File: src/ctb_pkg.sv
// Shared types and constants for the countdown timer bank.
`timescale 1ns / 1ps

package ctb_pkg;

    localparam int NUM_SLOTS   = 8;
    localparam int COUNT_WIDTH = 32;
    localparam int SLOT_W      = (NUM_SLOTS > 1) ? $clog2(NUM_SLOTS) : 1;
    localparam int LIM_W       = $clog2(NUM_SLOTS + 1);
    localparam int MASK_W      = 8;
    localparam int CFG_W       = 4;
    localparam int KIND_W      = 2;
    localparam int SLOT_FIELD_W = 3;
    localparam int LOAD_W      = 32;

    typedef enum logic [1:0] {
        KIND_TICK = 2'd0,
        KIND_ARM  = 2'd1,
        KIND_STOP = 2'd2,
        KIND_NONE = 2'd3
    } kind_t;

    typedef enum logic [1:0] {
        MODE_IDLE    = 2'd0,
        MODE_PENDING = 2'd1,
        MODE_ACTIVE  = 2'd2
    } mode_t;

    typedef enum logic [1:0] {
        ST_IDLE,
        ST_WALK,
        ST_DRAIN,
        ST_DONE
    } eng_state_t;

    typedef struct packed {
        kind_t                     kind;
        logic [SLOT_FIELD_W-1:0]   slot;
        logic [LOAD_W-1:0]         load_value;
    } cmd_t;

    typedef struct packed {
        logic [MASK_W-1:0] fired_mask;
        logic [MASK_W-1:0] active_mask;
    } result_t;

endpackage

File: src/ctb_count_ram.sv
// Count memory: one write port, one read port with registered read data.
`timescale 1ns / 1ps

module ctb_count_ram (
    input  logic                            clk,
    input  logic                            wr_en,
    input  logic [ctb_pkg::SLOT_W-1:0]      wr_addr,
    input  logic [ctb_pkg::COUNT_WIDTH-1:0] wr_data,
    input  logic [ctb_pkg::SLOT_W-1:0]      rd_addr,
    output logic [ctb_pkg::COUNT_WIDTH-1:0] rd_data
);
    import ctb_pkg::*;

    logic [COUNT_WIDTH-1:0] mem [NUM_SLOTS];
    logic [COUNT_WIDTH-1:0] rd_data_reg;

    always_ff @(posedge clk)
    begin
        if (wr_en)
        begin
            mem[wr_addr] <= wr_data;
        end
        rd_data_reg <= mem[rd_addr];
    end

    assign rd_data = rd_data_reg;

endmodule

File: src/ctb_engine.sv
// Slot walker: slot modes, tick sequencing and count read-modify-write.
`timescale 1ns / 1ps

module ctb_engine (
    input  logic                     clk,
    input  logic                     rst_n,
    input  logic                     cmd_valid,
    output logic                     cmd_ready,
    input  ctb_pkg::cmd_t            cmd,
    input  logic [ctb_pkg::CFG_W-1:0] slots_in_use,
    output logic                     res_valid,
    input  logic                     res_ready,
    output ctb_pkg::result_t         res
);
    import ctb_pkg::*;

    eng_state_t              state_reg, state_next;
    logic [LIM_W-1:0]        rd_idx_reg, rd_idx_next;
    logic                    wb_valid_reg, wb_valid_next;
    logic [SLOT_W-1:0]       wb_idx_reg, wb_idx_next;
    logic [NUM_SLOTS-1:0]    fired_reg, fired_next;
    mode_t                   mode_reg [NUM_SLOTS];
    mode_t                   mode_next [NUM_SLOTS];

    logic [LIM_W-1:0]        limit;
    logic                    slot_ok;
    logic [SLOT_W-1:0]       cmd_idx;
    logic                    ram_wr_en;
    logic [SLOT_W-1:0]       ram_wr_addr;
    logic [COUNT_WIDTH-1:0]  ram_wr_data;
    logic [COUNT_WIDTH-1:0]  ram_rd_data;
    logic [MASK_W-1:0]       fired_mask;
    logic [MASK_W-1:0]       active_mask;

    assign limit = (32'(slots_in_use) > NUM_SLOTS) ? LIM_W'(NUM_SLOTS) : LIM_W'(slots_in_use);
    assign slot_ok = 32'(cmd.slot) < NUM_SLOTS;
    assign cmd_idx = SLOT_W'(cmd.slot);

    ctb_count_ram u_count_ram (
        .clk     (clk),
        .wr_en   (ram_wr_en),
        .wr_addr (ram_wr_addr),
        .wr_data (ram_wr_data),
        .rd_addr (rd_idx_reg[SLOT_W-1:0]),
        .rd_data (ram_rd_data)
    );

    always_ff @(posedge clk or negedge rst_n)
    begin
        if (!rst_n)
        begin
            state_reg    <= ST_IDLE;
            rd_idx_reg   <= '0;
            wb_valid_reg <= 1'b0;
            wb_idx_reg   <= '0;
            fired_reg    <= '0;
            for (int i = 0; i < NUM_SLOTS; i++)
            begin
                mode_reg[i] <= MODE_IDLE;
            end
        end
        else
        begin
            state_reg    <= state_next;
            rd_idx_reg   <= rd_idx_next;
            wb_valid_reg <= wb_valid_next;
            wb_idx_reg   <= wb_idx_next;
            fired_reg    <= fired_next;
            for (int i = 0; i < NUM_SLOTS; i++)
            begin
                mode_reg[i] <= mode_next[i];
            end
        end
    end

    always_comb
    begin
        state_next    = state_reg;
        rd_idx_next   = rd_idx_reg;
        wb_valid_next = 1'b0;
        wb_idx_next   = wb_idx_reg;
        fired_next    = fired_reg;
        for (int i = 0; i < NUM_SLOTS; i++)
        begin
            mode_next[i] = mode_reg[i];
        end
        ram_wr_en   = 1'b0;
        ram_wr_addr = wb_idx_reg;
        ram_wr_data = ram_rd_data - COUNT_WIDTH'(1);
        cmd_ready   = 1'b0;
        res_valid   = 1'b0;

        // Write back the slot read in the previous cycle.
        if (wb_valid_reg)
        begin
            unique case (mode_reg[wb_idx_reg])
                MODE_PENDING:
                begin
                    mode_next[wb_idx_reg] = MODE_ACTIVE;
                end
                MODE_ACTIVE:
                begin
                    if (ram_rd_data == '0)
                    begin
                        mode_next[wb_idx_reg]  = MODE_IDLE;
                        fired_next[wb_idx_reg] = 1'b1;
                    end
                    else
                    begin
                        ram_wr_en = 1'b1;
                    end
                end
                default:
                begin
                end
            endcase
        end

        unique case (state_reg)
            ST_IDLE:
            begin
                cmd_ready = 1'b1;
                if (cmd_valid)
                begin
                    unique case (cmd.kind)
                        KIND_TICK:
                        begin
                            rd_idx_next = '0;
                            fired_next  = '0;
                            state_next  = (limit == '0) ? ST_DONE : ST_WALK;
                        end
                        KIND_ARM:
                        begin
                            if (slot_ok)
                            begin
                                ram_wr_en          = 1'b1;
                                ram_wr_addr        = cmd_idx;
                                ram_wr_data        = cmd.load_value[COUNT_WIDTH-1:0];
                                mode_next[cmd_idx] = MODE_PENDING;
                            end
                        end
                        KIND_STOP:
                        begin
                            if (slot_ok)
                            begin
                                mode_next[cmd_idx] = MODE_IDLE;
                            end
                        end
                        default:
                        begin
                        end
                    endcase
                end
            end
            ST_WALK:
            begin
                wb_valid_next = 1'b1;
                wb_idx_next   = rd_idx_reg[SLOT_W-1:0];
                rd_idx_next   = rd_idx_reg + LIM_W'(1);
                if (rd_idx_next == limit)
                begin
                    state_next = ST_DRAIN;
                end
            end
            ST_DRAIN:
            begin
                state_next = ST_DONE;
            end
            ST_DONE:
            begin
                res_valid = 1'b1;
                if (res_ready)
                begin
                    state_next = ST_IDLE;
                end
            end
            default:
            begin
                state_next = ST_IDLE;
            end
        endcase
    end

    always_comb
    begin
        fired_mask  = '0;
        active_mask = '0;
        for (int b = 0; b < MASK_W; b++)
        begin
            if (b < NUM_SLOTS)
            begin
                fired_mask[b]  = fired_reg[b];
                active_mask[b] = (mode_reg[b] == MODE_PENDING) || (mode_reg[b] == MODE_ACTIVE);
            end
        end
    end

    assign res.fired_mask  = fired_mask;
    assign res.active_mask = active_mask;

endmodule

File: src/countdown_timer_bank_core.sv
// Top level of the countdown timer bank: stream ports, config register, result register.
`timescale 1ns / 1ps

// Arm and stop items are handled in the idle state and give no result.
// A tick walks n = min(slots_in_use, NUM_SLOTS) slots through the count memory, one per cycle,
// then writes back the last slot in a drain state and offers the masks in a done state until
// the output register takes them (when n is zero it goes straight to the done state); the next
// item is taken once the walker is back in its idle state.
// Reset (rst_n low, async) idles all slots, zeroes slots_in_use; count memory is not cleared.

module countdown_timer_bank_core (
    input  logic                        clk,
    input  logic                        rst_n,
    // configuration: slots_in_use
    input  logic                        cfg_valid,
    output logic                        cfg_ready,
    input  logic [ctb_pkg::CFG_W-1:0]   cfg_data,
    // input items
    input  logic                        s_tvalid,
    output logic                        s_tready,
    input  logic [39:0]                 s_tdata,   // [2:0] slot, [34:3] load_value, rest zero
    input  logic [1:0]                  s_tuser,   // [1:0] kind
    // result items
    output logic                        m_tvalid,
    input  logic                        m_tready,
    output logic [15:0]                 m_tdata    // [7:0] fired_mask, [15:8] active_mask
);
    import ctb_pkg::*;

    logic [CFG_W-1:0] slots_in_use_reg;
    logic             m_valid_reg, m_valid_next;
    result_t          m_data_reg, m_data_next;

    cmd_t             cmd;
    logic             res_valid;
    logic             res_ready;
    result_t          res;

    // Take a configuration write only while the walker idles and no item is offered,
    // so a walk never sees its slot count change.
    assign cfg_ready = s_tready && !s_tvalid;

    always_ff @(posedge clk or negedge rst_n)
    begin
        if (!rst_n)
        begin
            slots_in_use_reg <= '0;
        end
        else if (cfg_valid && cfg_ready)
        begin
            slots_in_use_reg <= cfg_data;
        end
    end

    // Unpack the input item.
    assign cmd.kind       = kind_t'(s_tuser);
    assign cmd.slot       = s_tdata[2:0];
    assign cmd.load_value = s_tdata[34:3];

    ctb_engine u_engine (
        .clk          (clk),
        .rst_n        (rst_n),
        .cmd_valid    (s_tvalid),
        .cmd_ready    (s_tready),
        .cmd          (cmd),
        .slots_in_use (slots_in_use_reg),
        .res_valid    (res_valid),
        .res_ready    (res_ready),
        .res          (res)
    );

    // Output register: take a new result once the old one has been taken or is
    // leaving in this cycle.
    assign res_ready = !m_valid_reg || m_tready;

    always_comb
    begin
        m_valid_next = m_valid_reg;
        m_data_next  = m_data_reg;
        if (m_valid_reg && m_tready)
        begin
            m_valid_next = 1'b0;
        end
        if (res_valid && res_ready)
        begin
            m_valid_next = 1'b1;
            m_data_next  = res;
        end
    end

    always_ff @(posedge clk or negedge rst_n)
    begin
        if (!rst_n)
        begin
            m_valid_reg <= 1'b0;
        end
        else
        begin
            m_valid_reg <= m_valid_next;
        end
    end

    // Payload holds without reset.
    always_ff @(posedge clk)
    begin
        m_data_reg <= m_data_next;
    end

    assign m_tvalid = m_valid_reg;
    assign m_tdata  = {m_data_reg.active_mask, m_data_reg.fired_mask};

endmodule
File: config.mk
export PLATFORM = sky130hd
export DESIGN_NAME = countdown_timer_bank_core
export DESIGN_NICKNAME = d
export VERILOG_FILES = /design/src/ctb_pkg.sv /design/src/ctb_count_ram.sv /design/src/ctb_engine.sv /design/src/countdown_timer_bank_core.sv
export SDC_FILE = /design/constraint.sdc
export NUM_CORES = 1
export LEC_CHECK = 0
export ABC_AREA = 0
export BUFFER_PORTS_ARGS = -buffer_cell sky130_fd_sc_hd__buf_2
export CAP_MARGIN = 40
export CORE_MARGIN = 2
export CORE_UTILIZATION = 30
export DETAILED_ROUTE_END_ITERATION = 12
export PLACE_DENSITY = 0.47
export SYNTH_ARGS = -nofsm -noshare
export SYNTH_HDL_FRONTEND = slang
export SYNTH_SLANG_ARGS = --single-unit
export TNS_END_PERCENT = 30
File: constraint.sdc
create_clock -name clk -period 6.3 [get_ports clk]
set_input_delay 0.945 -clock clk [delete_from_list [all_inputs] [get_ports clk]]
set_output_delay 0.945 -clock clk [all_outputs]
set_load 0.005 [all_outputs]
# [Yosys cells after proc, flatten, opt, wreduce, memory -nomap -nowiden]
# Memories as Yosys holds them, arrays and structs flattened. A register that Yosys moved wholly into a read port is not among the register bits.
# Cells that the tools add are included.
[word_totals] register_bits=55 mem_bits_rw=256 word_cells=144 mem_count=1
[op_classes] addsub=2 order_cmp=7 n_eq_ne=28 mux=50 n_bitwise=13 reduce_logical=26
[mem_list] name="u_engine.u_count_ram.mem" depth=8 width=32 rd=1 rd_ports_with_merged_regs=1 wr=1 line="ctb_count_ram.sv:14" rtl="logic [COUNT_WIDTH-1:0] mem [NUM_SLOTS];"
[op_table] operator="32-bit 2-to-1 mux" count=3
[op_table] operator="16-bit 2-to-1 mux" count=4
[op_table] operator="16-bit one-hot mux with 2 select lines" count=2
[op_table] operator="8-bit 2-to-1 mux" count=6
[op_table] operator="16-bit AND" count=2
[op_table] operator="32-bit zero test" count=1
[op_table] operator="16-bit inverter" count=2
[op_table] operator="32-bit by 1-bit subtractor with 32-bit output (second input constant)" count=1
[op_table] operator="2-bit == test (second input constant)" count=12
[op_table] operator="8-bit bitwise OR" count=3
[op_table] operator="2-bit by 1-bit == test with 1-bit output (second input constant)" count=11
[op_table] operator="2-bit 2-to-1 mux" count=9
[op_table] operator="8-bit AND" count=2
[op_table] operator="8-bit inverter" count=2
[op_table] operator="1-bit 2-to-1 mux" count=14
[op_table] operator="2-bit demux with 3-bit select" count=2
[op_table] operator="4-bit 2-to-1 mux" count=3
[op_table] operator="1-bit logical OR" count=9
[op_table] operator="3-bit 2-to-1 mux" count=3
[op_table] operator="4-bit greater-or-equal comparator (second input constant)" count=2
[op_table] operator="4-bit by 1-bit less-than comparator with 1-bit output (second input constant)" count=2
[op_table] operator="3-bit inverter with 4-bit output" count=2
[op_table] operator="2-bit one-hot mux with 4 select lines" count=1
[op_table] operator="4-bit one-hot mux with 2 select lines" count=1
[op_table] operator="16 further kinds" count=27

# [Logic depth before layout (Yosys ltp)]
[depth] word_depth=14 depth_mapped=14 mapped_depth_nobuf=11

# [Hierarchy]
# A second synthesis with hierarchy kept.
[hier_totals] hier_cells=879 hier_area_um2=14401.3
[modules_own_cells] module="ctb_count_ram" instances=1 cells_per_inst=415 area_each_um2=10466.3 seq_area_each_um2=8328.0
[modules_own_cells] module="ctb_engine" instances=1 cells_per_inst=434 area_each_um2=3224.3 seq_area_each_um2=850.8
[modules_own_cells] module="countdown_timer_bank_core" instances=1 cells_per_inst=30 area_each_um2=710.7 seq_area_each_um2=605.6

# [Worst setup path after synthesis]
# No wires, ideal clock.
[synth_path] path_type="register -> register" start="reg u_engine.wb_idx_reg[1]" end="mem u_engine.u_count_ram.mem[6][0] (enable)" setup_ns=0.421 arrival_ns=3.644 setup_slack_ns=2.235 path_stages_with_launch=12 path_buffers=3 period_less_slack_ns=4.065 cell_sequence="dfrtp_1 clkbuf_1 clkbuf_1 nand3_1 o21ai_0 a221o_1 ha_1 buf_1 nand2_1 nor3_1 a22oi_2 nor2_1"
[synth_between] elab_chain_cells=12 elab_cells_between_ends=15 cone_classes="eq/ne: 1; mux: 13; bitwise: 1"
[synth_lines] item="start, declared" line="ctb_engine.sv:20" rtl="logic [SLOT_W-1:0] wb_idx_reg, wb_idx_next;"
[synth_lines] item="start signal, assigned" line="ctb_engine.sv:67" rtl="wb_idx_reg <= wb_idx_next;"
[synth_lines] item="3-bit inverter with 4-bit output (not written as such)" line="ctb_engine.sv:96" rtl="unique case (mode_reg[wb_idx_reg])"
[synth_lines] item="2-bit binary-select mux with 3-bit select" line="ctb_engine.sv:96"
[synth_lines] item="2-bit 2-to-1 mux (not written as such) (2 in a row)" line="ctb_engine.sv:96"
[synth_lines] item="2-bit == test" line="ctb_engine.sv:96"
[synth_lines] item="1-bit 2-to-1 mux" line="ctb_engine.sv:96"
[synth_lines] item="1-bit 2-to-1 mux" line="ctb_engine.sv:94" rtl="if (wb_valid_reg)"
[synth_lines] item="1-bit 2-to-1 mux" line="ctb_engine.sv:125" rtl="unique case (cmd.kind)"
[synth_lines] item="1-bit 2-to-1 mux" line="ctb_engine.sv:123" rtl="if (cmd_valid)"
[synth_lines] item="1-bit 2-to-1 mux" line="ctb_engine.sv:119" rtl="unique case (state_reg)"
[synth_lines] item="1-bit 2-to-1 mux" line="ctb_count_ram.sv:19" rtl="if (wr_en)"
[synth_lines] item="1-bit 2-to-1 mux (not written as such)" line="ctb_count_ram.sv:21" rtl="mem[wr_addr] <= wr_data;"
[synth_lines] item="end, declared" line="ctb_count_ram.sv:14"
# Several ways; a longest one is shown, not always the timed one. The select of a mux whose other input is x is not followed.

# [Final worst setup path]
[layout_path] start="reg u_engine.wb_idx_reg[1]" end="mem u_engine.u_count_ram.mem[5][0] (enable)"
# Same word-level chain as after synthesis.

==> metrics.yaml <==
synthesis:
  synth_area_sq_um: 14400
  synthCells: 910
  synth_ff_type: "edfxtp_1"
  synth_edf_count: 272
  syn_area_per_cell_sq_um: 15.8
  async_flop_share_pct: 11.4
  synth_top_cell_area_share_pct: 56.9
  ys_seq_area_share_pct: 68.1
  ys_top_cells_by_area: "edfxtp_1, mux4_2, dfrtp_1"
  yosysTopAreaCell: "edfxtp_1"
  synth_common_cells: "edfxtp_1, mux4_2, nor2_1"
  synth_fp_nets: 973
  ys_ff_latch: 343
  synthDistinctLibCells: 54
  synth_warnings: 0
  post-synth-top-count-cell: "edfxtp_1"
critical_path:
  cpMaxStageDelayCell: "dfrtp_1"
  endpoint_kind: "register"
  r2r-start: "u_engine.wb_idx_reg[1]"
  critical_path.startpoint: "u_engine.wb_idx_reg[1]"
  r2r_slack_ns: 1.81
  cp.arrival_ns: 4.74
  slowest_delay_ns: 0.89
  reg2reg_to: "u_engine.u_count_ram.mem[5][0]"
  crit_chain: "mux4_2 -> nand2_1 -> o21ai_0 -> a221oi_1 -> ha_1 -> nand2_1 -> nor3_1 -> a22oi_2 -> nor2_4 -> buf_4"
  crit_type: "reg2reg"
  cpMostUsedCell: "nand2_1"
  critPathMaxFanout: 25
  cp-start-kind: "register"
  required_ns: 6.55
  rr_worst_depth: 10
timing:
  tightest_slew_ns: 0.882
  finalCritPeriodShare_pct: 71.3
  rsz0062_at_grt: "no"
  hold_violations: 0
  fmax_mhz: 223
  setup_ws_ns: 1.81
  finalSetupTns_ns: 0
  period_minus_slack_ns: 4.49
  setup_viol: 0
  clock_skew_ns: 0.0360
  drv_slew: 0
  slew_headroom_pct: 40.6
clock_network:
  cts_setup_buffers: 0
  clock_sinks: 343
  clockBufferDepth: 3
  cts_root_buffer: "clkbuf_16"
  cts.clk_slew.worst_paths_ns: 0.06
  ctsResizeCount: 0
  ctsHoldBuffers: 0
  h-tree-depth: 2
  tritoncts: "done"
  cts_buffers: 40
  worst_skew_pair.late_latency_ns: 0.58
power:
  powerDensity_nw_per_um2: 474
  combPwrFrac_pct: 27.6
  pwr-share-clk_pct: 28.4
  peakVddDrop_v: 0.000233
  p_int_w: 0.00547
  p_leak_nw: 5.58
  switching_share_pct: 31.7
  p_sw_w: 0.00254
  p_seq_share_pct: 44.0
  power_w: 0.00800
layout:
  drive_gt1_share_pct: 26.7
  final_cell_area_sq_um: 16900
  largest_reg_flops: 256
  fill_cells: 4586
  multi_input_area_sq_um: 4380
  area_growth_pct: 17.5
  register_area_sq_um: 9790
  final_cell_count_no_fill: 1633
  finish.net_count: 1049
  n_antenna_cell: 0
grt:
  antenna_found_initial: 0
  first_global_vias: 8354
  grt_overflow: 0
  grt_usage_pct: 13.8
  grt_max_degree: 62
  grt_first_pass_wirelength_um: 51900
placement:
  gp_congestion: 0.803
  dp_cells: 1558
  place_hpwl_um: 20400
  dpl_cell_area_sq_um: 15600
  port_buffers: 64
  pre_cts_slack_ns: 1.76
routing:
  first_pass_iters: 5
  ant_nets: 0
  postRouteWirelength_um: 33500
  wl_per_cell_um: 20.5
  vias: 8033
  drt_iter0_markers: 467
  drcViolationCount: 0
  viasPerCell: 4.92
die:
  ioPinCount: 70
  fp.dieW_um: 223
  rows: 80
  core_sq_um: 47400
  die_h_um: 223
  initial_core_util_pct: 30.3
  dieArea_sq_um: 49600
run:
  max_cap_viol_count: 0
worst_hold_path:
  min_path_type: "in2async"
run_status:
  status: "complete, no violations"
[stage by stage]
step | utilization (%) | hold WS, ns
after floorplan | - | 0.426
after global placement | 32.5 | 0.441
after detailed placement | 32.8 | 0.442
after CTS | 35.6 | 0.191
after global routing | 35.6 | 0.215
final | 35.6 | 0.224
[critical path: cells and delay by family, from the launching register on]
family | cells | cell delay [ns]
AND/OR/NAND/NOR | 4 | 1.27
buffers and inverters | 1 | 0.33
AO/OA/AOI/OAI | 3 | 0.61
adder cells (fa/ha/maj) | 1 | 0.46
flip-flops | 1 | 0.89
multiplexers | 1 | 0.59
[worst max-delay path by stage]
stage / to / cells past startpoint
final: u_engine.u_count_ram.mem[5][0] / 10
after global routing: u_engine.u_count_ram.mem[6][30] / 10
after CTS: u_engine.u_count_ram.mem[6][0] / 10
after detailed placement: u_engine.u_count_ram.mem[6][10] / 10
after global placement: u_engine.u_count_ram.mem[0][7] / 10
after floorplan: u_engine.u_count_ram.mem[6][0] / 11
[cells by family (layout without fill, tap and decap cells)]
logic type	after synthesis	after routing	synth area share, %
AND/OR/NAND/NOR	204	204	7.11
XOR/XNOR	41	41	2.50
AO/OA/AOI/OAI	135	135	5.74
flip-flops	343	343	68.1
multiplexers	110	110	13.7
adder cells (fa/ha/maj)	12	12	1.05
buffers and inverters	65	173	1.82
[layer usage]
metal,share of wire (%),vias up,global-route usage [%]
li1,-,3697,-
met1,49,4110,19.8
met2,45,179,21.4
met3,4.2,47,2.41
met4,2.0,0,4.46
met5,0,-,0
[power by group through the flow]
stage | clock network [W] | logic, W | registers [W]
finish | 0.00227 | 0.00221 | 0.00352
global route | 0.00243 | 0.00246 | 0.00359
CTS | 0.00234 | 0.00224 | 0.00354
detailed placement | 0 | 0.00223 | 0.00358
global placement | 0 | 0.00214 | 0.00363
floorplan | 0 | 0.00178 | 0.00334
[layout make-up]
cell class / count / area share (%)
clock buffers: 49 / 6.13
clock inverters: 25 / 1.56
inverters: 12 / 0.267
multi-input cells: 502 / 26.0
flip-flops and latches: 343 / 58.0
well taps: 615 / 4.56
repair buffers: 87 / 3.46
[layout by cell type (no fill, tap or decap), drive strengths merged, types with 3 or more instances in the layout]
master	count
edfxtp	272
buf	86
mux4	65
nor2	58
nand2	53
clkbuf	50
a21oi	46
o21ai	41
dfrtp	39
mux2	37
dfxtp	32
xor2	28
nand3	17
nor3	16
clkinv	16
inv	15
xnor2	13
or3	12
ha	12
mux2i	8
a21o	8
o32ai	8
o211ai	8
nor2b	7
a31oi	6
a22oi	6
or4	6
nor4	6
nand4	5
nand2b	5
and3	5
nand4b	3
nand3b	3
o31ai	3
clkinvlp	3
bufinv	3
No activity file was read; power rests on OpenSTA's default activity.
